**config.mk**
```make
export PLATFORM = sky130hd
export DESIGN_NAME = start_code_nal_group_splitter_core
export DESIGN_NICKNAME = d
export VERILOG_FILES = /design/src/design/scgs_pkg.sv /design/src/design/scgs_res_fifo.sv /design/src/design/start_code_nal_group_splitter_core.sv
export SDC_FILE = /design/constraint.sdc
export NUM_CORES = 1
export LEC_CHECK = 0
export BUFFER_PORTS_ARGS = -buffer_cell sky130_fd_sc_hd__buf_4
export CELL_PAD_IN_SITES_DETAIL_PLACEMENT = 1
export CELL_PAD_IN_SITES_GLOBAL_PLACEMENT = 1
export CORE_MARGIN = 3
export CORE_UTILIZATION = 35
export DETAILED_ROUTE_END_ITERATION = 8
export PLACE_DENSITY = 0.71
export RECOVER_POWER = 100
export SLEW_MARGIN = 20
export SYNTH_ARGS = -nofsm -noshare
export SYNTH_HDL_FRONTEND = slang
export SYNTH_HIERARCHICAL = 1
export SYNTH_SLANG_ARGS = --single-unit
```
**constraint.sdc**
```tcl
create_clock -name clk -period 11.15 [get_ports clk]
set_clock_uncertainty 0.05 [all_clocks]
set_input_delay 0.5575 -clock clk [delete_from_list [all_inputs] [get_ports clk]]
set_output_delay 0.5575 -clock clk [all_outputs]
set_load 0.05 [all_outputs]
```
**src/design/scgs_pkg.sv**
```systemverilog
// ----------------------------------------------------------------------------
// scgs_pkg
// Shared types and constants for the start code group splitter.
// ----------------------------------------------------------------------------
package scgs_pkg;

  localparam int FIELD_BITS = 24;
  localparam logic [FIELD_BITS-1:0] FIELD_MAX = 24'hFFFFFF;

  // result queue depth, power of two and at least two
  localparam int RES_FIFO_DEPTH = 4;

  localparam logic [7:0] SC_LAST_BYTE = 8'h01;

  typedef enum logic [1:0] {
    PH_SEARCH = 2'd0,
    PH_FIRST  = 2'd1,
    PH_GROUP  = 2'd2
  } phase_t;

  typedef struct packed {
    logic                  found;
    logic [3:0]            unit_type;
    logic [FIELD_BITS-1:0] payload_start;
    logic [FIELD_BITS-1:0] payload_size;
    logic [FIELD_BITS-1:0] bytes_consumed;
    logic                  final_res;
  } result_t;

  // two push lanes into the result queue, lane a first
  typedef struct packed {
    logic push_a;
    logic push_b;
    logic pop;
  } fifo_ctrl_t;

endpackage

```
**src/design/scgs_res_fifo.sv**
```systemverilog
// ----------------------------------------------------------------------------
// scgs_res_fifo
// Small result queue taking up to two words per cycle and giving one.
// ----------------------------------------------------------------------------
module scgs_res_fifo #(
  parameter int DEPTH = 4
) (
  input  logic                          clk,
  input  logic                          rst,
  input  scgs_pkg::fifo_ctrl_t          ctrl,
  input  scgs_pkg::result_t             data_a,
  input  scgs_pkg::result_t             data_b,
  output scgs_pkg::result_t             head,
  output logic [$clog2(DEPTH):0]        count
);

  localparam int AW = $clog2(DEPTH);

  scgs_pkg::result_t entries [DEPTH];
  logic [AW-1:0] wr_ptr, rd_ptr;
  logic [AW-1:0] wr_ptr_b;
  logic [AW:0]   count_next;

  assign wr_ptr_b = ctrl.push_a ? wr_ptr + AW'(1) : wr_ptr;
  assign head     = entries[rd_ptr];

  always_comb begin
    count_next = count + (AW+1)'(ctrl.push_a) + (AW+1)'(ctrl.push_b)
                 - (AW+1)'(ctrl.pop);
  end

  always_ff @(posedge clk) begin
    if (rst) begin
      wr_ptr <= '0;
      rd_ptr <= '0;
      count  <= '0;
    end else begin
      wr_ptr <= wr_ptr + AW'(ctrl.push_a) + AW'(ctrl.push_b);
      rd_ptr <= rd_ptr + AW'(ctrl.pop);
      count  <= count_next;
    end
  end

  always_ff @(posedge clk) begin
    if (ctrl.push_a) entries[wr_ptr] <= data_a;
    if (ctrl.push_b) entries[wr_ptr_b] <= data_b;
  end

endmodule

```
**src/design/start_code_nal_group_splitter_core.sv**
```systemverilog
// ----------------------------------------------------------------------------
// start_code_nal_group_splitter_core
// Splits a byte stream at 00 00 00 01 start codes and merges units of equal
// type into groups, reporting type, start, size and consumed count.
// ----------------------------------------------------------------------------
//  channel   direction  handshake                 payload
//  byte      in         byte_valid / byte_stall   data_byte, buffer_end
//  result    out        res_valid / res_stall     found .. final_res
//  config    in         start_offset_we           start_offset_wdata
//
//  one byte per cycle; each byte is handled in the cycle it is taken and its
//  results sit in a four-word queue, visible from the next cycle on
//  byte_stall rises when the queue has room for fewer than two words, so the
//  rate drops only while res_stall lets results pile up in the queue
//  rst is synchronous and clears the scan state, queue and start offset
// ----------------------------------------------------------------------------
module start_code_nal_group_splitter_core #(
  parameter int POSITION_BITS = 24
) (
  input  logic        clk,
  input  logic        rst,
  input  logic        byte_valid,
  output logic        byte_stall,
  input  logic [7:0]  data_byte,
  input  logic        buffer_end,
  output logic        res_valid,
  input  logic        res_stall,
  output logic        found,
  output logic [3:0]  unit_type,
  output logic [23:0] payload_start,
  output logic [23:0] payload_size,
  output logic [23:0] bytes_consumed,
  output logic        final_res,
  input  logic        start_offset_we,
  input  logic [23:0] start_offset_wdata
);

  localparam int FB = scgs_pkg::FIELD_BITS;
  localparam int XW = ((POSITION_BITS > FB) ? POSITION_BITS : FB) + 2;
  localparam int DEPTH = scgs_pkg::RES_FIFO_DEPTH;
  localparam logic [XW-1:0] POS_MAX_X = XW'((64'd1 << POSITION_BITS) - 64'd1);
  localparam logic [XW-1:0] FIELD_MAX_X = XW'(scgs_pkg::FIELD_MAX);

  function automatic logic [XW-1:0] sat_pos(input logic [XW-1:0] v);
    return (v > POS_MAX_X) ? POS_MAX_X : v;
  endfunction

  function automatic logic [FB-1:0] sat_field(input logic [XW-1:0] v);
    return (v > FIELD_MAX_X) ? scgs_pkg::FIELD_MAX : v[FB-1:0];
  endfunction

  // scan state
  logic [23:0]              recent_bytes, recent_bytes_next;
  logic [POSITION_BITS-1:0] byte_position, byte_position_next;
  scgs_pkg::phase_t         scan_phase, scan_phase_next, phase_mid;
  logic [3:0]               group_type, group_type_next;
  logic [POSITION_BITS-1:0] group_start, group_start_next;
  logic                     awaiting_type, awaiting_type_next, awaiting_mid;
  logic [23:0]              start_offset;

  logic                     accept;
  logic [3:0]               byte_type;
  logic                     window_hit;
  logic                     close_hit;
  logic [XW-1:0]            pos_x, gs_old_x, gs_mid_x, off_x, sc_x, endp_x;
  logic [XW-1:0]            close_size_x, last_size_x, last_start_x;
  scgs_pkg::result_t        close_res, last_res, head;
  scgs_pkg::fifo_ctrl_t     fctrl;
  logic [$clog2(DEPTH):0]   count;

  assign byte_stall = count > ($clog2(DEPTH)+1)'(DEPTH - 2);
  assign accept     = byte_valid && !byte_stall;
  assign byte_type  = data_byte[5:2];
  assign window_hit = (recent_bytes == 24'h000000) && (data_byte == scgs_pkg::SC_LAST_BYTE);

  assign pos_x    = XW'(byte_position);
  assign gs_old_x = XW'(group_start);
  assign off_x    = XW'(start_offset);
  assign sc_x     = (pos_x >= XW'(4)) ? pos_x - XW'(4) : '0;
  assign endp_x   = pos_x + XW'(1);

  always_comb begin
    phase_mid          = scan_phase;
    group_type_next    = group_type;
    group_start_next   = group_start;
    awaiting_mid       = awaiting_type;
    close_hit          = 1'b0;

    case (scan_phase)
      scgs_pkg::PH_FIRST: begin
        group_type_next  = byte_type;
        group_start_next = byte_position;
        phase_mid        = scgs_pkg::PH_GROUP;
      end
      scgs_pkg::PH_GROUP: begin
        if (awaiting_type) begin
          awaiting_mid = 1'b0;
          if (byte_type != group_type) begin
            close_hit        = 1'b1;
            group_type_next  = byte_type;
            group_start_next = byte_position;
          end
        end
      end
      default: ;
    endcase

    if (window_hit) begin
      if (phase_mid == scgs_pkg::PH_SEARCH) phase_mid = scgs_pkg::PH_FIRST;
      else if (phase_mid == scgs_pkg::PH_GROUP) awaiting_mid = 1'b1;
    end

    if (buffer_end) begin
      recent_bytes_next  = 24'hFFFFFF;
      byte_position_next = '0;
      scan_phase_next    = scgs_pkg::PH_SEARCH;
      awaiting_type_next = 1'b0;
    end else begin
      recent_bytes_next  = {recent_bytes[15:0], data_byte};
      byte_position_next = POSITION_BITS'(sat_pos(endp_x));
      scan_phase_next    = phase_mid;
      awaiting_type_next = awaiting_mid;
    end
  end

  // closed group on a type change
  assign close_size_x = (sc_x > gs_old_x) ? sc_x - gs_old_x : '0;
  always_comb begin
    close_res.found          = 1'b1;
    close_res.unit_type      = group_type;
    close_res.payload_start  = sat_field(sat_pos(off_x + gs_old_x));
    close_res.payload_size   = sat_field(close_size_x);
    close_res.bytes_consumed = sat_field(sc_x);
    close_res.final_res      = 1'b0;
  end

  // group still open at the buffer's last byte
  assign gs_mid_x     = XW'(group_start_next);
  assign last_size_x  = (endp_x > gs_mid_x) ? endp_x - gs_mid_x : '0;
  assign last_start_x = (phase_mid == scgs_pkg::PH_FIRST) ? endp_x : gs_mid_x;
  always_comb begin
    last_res.final_res = 1'b1;
    case (phase_mid)
      scgs_pkg::PH_SEARCH: begin
        last_res.found          = 1'b0;
        last_res.unit_type      = '0;
        last_res.payload_start  = '0;
        last_res.payload_size   = '0;
        last_res.bytes_consumed = '0;
      end
      scgs_pkg::PH_FIRST: begin
        last_res.found          = 1'b1;
        last_res.unit_type      = '0;
        last_res.payload_start  = sat_field(sat_pos(off_x + last_start_x));
        last_res.payload_size   = '0;
        last_res.bytes_consumed = sat_field(endp_x);
      end
      default: begin
        last_res.found          = 1'b1;
        last_res.unit_type      = group_type_next;
        last_res.payload_start  = sat_field(sat_pos(off_x + last_start_x));
        last_res.payload_size   = sat_field(last_size_x);
        last_res.bytes_consumed = sat_field(endp_x);
      end
    endcase
  end

  assign fctrl.push_a = accept && close_hit;
  assign fctrl.push_b = accept && buffer_end;
  assign fctrl.pop    = res_valid && !res_stall;

  always_ff @(posedge clk) begin
    if (rst) begin
      recent_bytes  <= 24'hFFFFFF;
      byte_position <= '0;
      scan_phase    <= scgs_pkg::PH_SEARCH;
      group_type    <= '0;
      group_start   <= '0;
      awaiting_type <= 1'b0;
    end else if (accept) begin
      recent_bytes  <= recent_bytes_next;
      byte_position <= byte_position_next;
      scan_phase    <= scan_phase_next;
      group_type    <= buffer_end ? 4'd0 : group_type_next;
      group_start   <= buffer_end ? '0 : group_start_next;
      awaiting_type <= awaiting_type_next;
    end
  end

  always_ff @(posedge clk) begin
    if (rst) begin
      start_offset <= '0;
    end else if (start_offset_we) begin
      start_offset <= start_offset_wdata;
    end
  end

  scgs_res_fifo #(
    .DEPTH (DEPTH)
  ) u_res_fifo (
    .clk    (clk),
    .rst    (rst),
    .ctrl   (fctrl),
    .data_a (close_res),
    .data_b (last_res),
    .head   (head),
    .count  (count)
  );

  assign res_valid      = count != '0;
  assign found          = head.found;
  assign unit_type      = head.unit_type;
  assign payload_start  = head.payload_start;
  assign payload_size   = head.payload_size;
  assign bytes_consumed = head.bytes_consumed;
  assign final_res      = head.final_res;

endmodule

```
==> implementation parameters <==
Parameter                              Value

Status
  Result of the run    finished with violations
  Failing checks    capacitance limit, slew limit

Global routing
  Global-route wire length before repair    141 mm
  Congestion Overflow GR    0
  Global router's overall resource usage    22.6%
  Largest net degree at the start of global routing    76
  Vias in the first global route    21800
  Number of antenna violations at the first check in global routing    2

Final layout
  Layout filler cell count    8382
  Number of inserted diodes    0
  Share of cells above drive strength 1    21.3%
  Post-layout net count    2686
  Signed area change from the synthesized netlist to the final layout    11.2%
  Sequential cell area    11600 um2
  Number of standard cells in the layout, taps in and fillers out    3599
  Multi-input gate area    14500 um2
  Core occupancy in the finished layout    39.5%

Synth
  Synthesized area per cell    11.0 um2
  Number of standard cells after synthesis    2461
  Count of flip-flops with a built-in enable after synthesis    312
  Fraction of registers with async set/reset    0%
  Summed instance area of the synthesized netlist    27200 um2
  Syn. warnings    6
  Synthesis-stage register bit count    422
  Sequential-to-total area share from yosys stat    42.6%
  Most used DFF post-synth    sky130_fd_sc_hd__edfxtp_1
  Number of distinct library cells after synthesis    93

Timing
  Unrepaired setup endpoints after global routing    no
  Number of endpoints failing setup at the final stage    0
  Min Clock Period, post-route    8750 ps
  Worst Tran Pin Value    3940 ps
  Achievable frequency    114 MHz
  Final hold violations    0
  Post-route fraction of the period consumed by the critical path    78.5%
  Max-slew headroom at the worst pin    -163%
  Final worst hold slack    124 ps
  Max-slew violation count    734
  TNS Setup    0 ps

Routing
  DR vias/cell    5.73
  First-iteration detailed-routing DRC count    1376
  Vias    20600
  DRC errors left    0
  Wire length reported by the detailed router    92.9 mm
  Drt first pass iters    5
  Wire per inst    25.8 um
  Post-route antenna net violation count    0

Die
  Die outline width    285 um
  Area of the die    81000 um2
  Placement Rows    101
  I/O pin count    118
  Height of the die    285 um
  Starting Density    35.5%
  Total core area    76500 um2

Placed design
  Detailed placement HPWL    67.4 mm
  IO buf count    117
  Final weighted congestion of routability-driven global placement    0.944
  Cell count after placement    3505

Run
  Number of max-capacitance violations reported    18

Worst setup path
  Delay of the slowest critical-path stage    2090 ps
  Buf/Inv on CP    3
  Cell with the biggest individual delay on the critical path    sky130_fd_sc_hd__nand2_1
  Category of the worst setup path launch point    register
  Max FO, Critical Path    48
  Endpoint type of the worst setup path    register
  Arrival time at the worst endpoint    8700 ps
  Register-to-register setup slack    2400 ps
  Sequence of cells on the critical path    xor2_1, o41ai_1, nor3_1, clkbuf_1, and2b_1, a31oi_4, clkbuf_1, nand2_1, clkbuf_2
  Critical Setup Path Class    reg -> reg
  Cell type group with the largest total delay on the critical path    buffers and inverters
  Crit path required time    11090 ps
  CP most frequent cell    sky130_fd_sc_hd__clkbuf_1

CTS
  Number of CTS-inserted buffers    50
  Number of hold-repair buffers added at the cts stage    0
  Clock insertion delay at the later pin of the skew report    620 ps
  Cell chosen for the clock root    sky130_fd_sc_hd__clkbuf_16
  Post-CTS Setup Inserts    0
  Clk sink count    422
  H-tree depth    2
  TritonCTS clock tree    yes
  Clock Pin Slew Worst Setup and Hold Paths    60 ps
  Post-CTS Resized    0
  Longest Clk Path Bufs    3

Power
  Leakage power    11.3 nW
  Power density of the placed cells    156 nW/um2
  IR drop worst, VDD    0.0000993 V

Worst hold path
  Worst min-delay path class    in -> reg
## cells in the mapped netlist (9+ instances only)
library cell	count	area (um2)
sky130_fd_sc_hd__xor2_1	63	552
sky130_fd_sc_hd__nand4_1	24	150
sky130_fd_sc_hd__o21bai_1	11	82.6
sky130_fd_sc_hd__a211oi_1	14	105
sky130_fd_sc_hd__a31oi_1	9	56.3
sky130_fd_sc_hd__nor3_1	48	240
sky130_fd_sc_hd__nor2_1	241	905
sky130_fd_sc_hd__mux2_1	13	146
sky130_fd_sc_hd__edfxtp_1	312	9370
sky130_fd_sc_hd__inv_1	88	330
sky130_fd_sc_hd__a22oi_1	28	210
sky130_fd_sc_hd__nand3_1	37	185
sky130_fd_sc_hd__o21ai_0	108	541
sky130_fd_sc_hd__a21oi_1	207	1040
sky130_fd_sc_hd__dfxtp_1	110	2200
sky130_fd_sc_hd__and2_1	12	75.1
sky130_fd_sc_hd__nand2_1	106	398
sky130_fd_sc_hd__o21a_1	27	203
sky130_fd_sc_hd__mux2i_1	40	400
sky130_fd_sc_hd__nor2b_1	15	93.8
sky130_fd_sc_hd__o211ai_1	17	128
sky130_fd_sc_hd__buf_4	17	128
sky130_fd_sc_hd__ha_1	114	1430
sky130_fd_sc_hd__clkbuf_1	75	282
sky130_fd_sc_hd__a21o_1	22	165
sky130_fd_sc_hd__buf_6	10	113
sky130_fd_sc_hd__xnor2_1	51	447
sky130_fd_sc_hd__mux2_2	301	3390
sky130_fd_sc_hd__mux4_2	78	1760
sky130_fd_sc_hd__nand2b_1	24	150
sky130_fd_sc_hd__buf_1	14	52.6
sky130_fd_sc_hd__o22ai_1	11	68.8
sky130_fd_sc_hd__buf_2	32	160
sky130_fd_sc_hd__and3_1	16	100
sky130_fd_sc_hd__nor4_1	15	93.8
sky130_fd_sc_hd__a21oi_2	10	87.6
sky130_fd_sc_hd__or3_1	13	81.3
## final timing paths
path,cells past startpoint,startpoint,end
max,9,group_type[1],u_res_fifo/entries[0][37]
min,3,start_offset_wdata[23],start_offset[23]
max reg2reg,9,group_type[1],u_res_fifo/entries[0][37]
min reg2reg,2,recent_bytes[18],recent_bytes[18]
## sequential cells by signal, indices dropped and copies added (netlist names)
name	cells
u_res_fifo/wr_ptr	2
u_res_fifo/rd_ptr	2
u_res_fifo/count	3
awaiting_type	1
scan_phase	2
u_res_fifo/entries	312
group_type	4
byte_position	24
group_start	24
recent_bytes	24
start_offset	24
## worst register-to-register path, delay by kind of cell, from the launching register on
family / cells / cell delay (ps)
buffers and inverters: 3 / 3650
AND/OR/NAND/NOR: 3 / 2630
AO/OA/AOI/OAI: 2 / 1130
flip-flops: 1 / 460
XOR/XNOR: 1 / 110
## metrics by stage
stage | cell area, um2 | setup slack, ps | power (mW)
final | 30200 | 2400 | 4.72
after global routing | 30200 | 1820 | 4.90
after CTS | 30700 | 4060 | 4.87
after detailed placement | 29000 | 3840 | 3.16
after global placement | 29000 | 3830 | 3.14
after floorplan | 27200 | 5850 | 2.77
## metal layers
metal / global-route usage [%] / share of wire [%] / vias up / wire [um]
met1: 29.6 / 43 / 10600 / 40400
met4: 5.85 / 2.3 / 4 / 2160
met3: 3.23 / 4.9 / 141 / 4570
li1: - / - / 9385 / -
met5: 0 / 0.026 / - / 24
met2: 39.0 / 49 / 527 / 45800
## layout by cell type (no fill, tap or decap), types with 20 or more instances in the layout
master / Yosys / layout
sky130_fd_sc_hd__mux2i_1: 40 / 40
sky130_fd_sc_hd__nor2_1: 241 / 241
sky130_fd_sc_hd__nand2b_1: 24 / 24
sky130_fd_sc_hd__buf_4: 17 / 60
sky130_fd_sc_hd__edfxtp_1: 312 / 312
sky130_fd_sc_hd__a21o_1: 22 / 22
sky130_fd_sc_hd__ha_1: 114 / 114
sky130_fd_sc_hd__nor3_1: 48 / 48
sky130_fd_sc_hd__o21a_1: 27 / 28
sky130_fd_sc_hd__mux2_2: 301 / 294
sky130_fd_sc_hd__dfxtp_1: 110 / 109
sky130_fd_sc_hd__a22oi_1: 28 / 28
sky130_fd_sc_hd__nand3_1: 37 / 37
sky130_fd_sc_hd__mux4_2: 78 / 78
sky130_fd_sc_hd__xor2_1: 63 / 63
sky130_fd_sc_hd__nand4_1: 24 / 24
sky130_fd_sc_hd__xnor2_1: 51 / 51
sky130_fd_sc_hd__inv_1: 88 / 88
sky130_fd_sc_hd__clkbuf_16: 0 / 52
sky130_fd_sc_hd__o21ai_0: 108 / 109
sky130_fd_sc_hd__mux2_1: 13 / 20
sky130_fd_sc_hd__clkbuf_1: 75 / 101
sky130_fd_sc_hd__a21oi_1: 207 / 217
sky130_fd_sc_hd__nand2_1: 106 / 105
## power breakdown
part	internal, mW	switching (mW)
Clock	1.00	0.697
Sequential	1.75	0.0814
Combinational	0.373	0.813
## cell families after synthesis
logic type | Yosys count | share of synthesized area [%]
flip-flops | 422 | 42.6
adder cells (fa/ha/maj) | 121 | 5.77
AO/OA/AOI/OAI | 536 | 12.4
other | 2 | 0.0276
XOR/XNOR | 114 | 3.68
multiplexers | 432 | 21.0
AND/OR/NAND/NOR | 598 | 10.6
buffers and inverters | 236 | 3.92
## layout make-up
type / count / share of cell area [%]
well taps: 1030 / 4.27
repair buffers: 152 / 2.64
clock inverters: 27 / 0.999
inverters: 88 / 1.09
clock buffers: 67 / 4.63
multi-input cells: 1813 / 48.0
flip-flops and latches: 422 / 38.3
No activity file was read; power rests on OpenSTA's default activity.
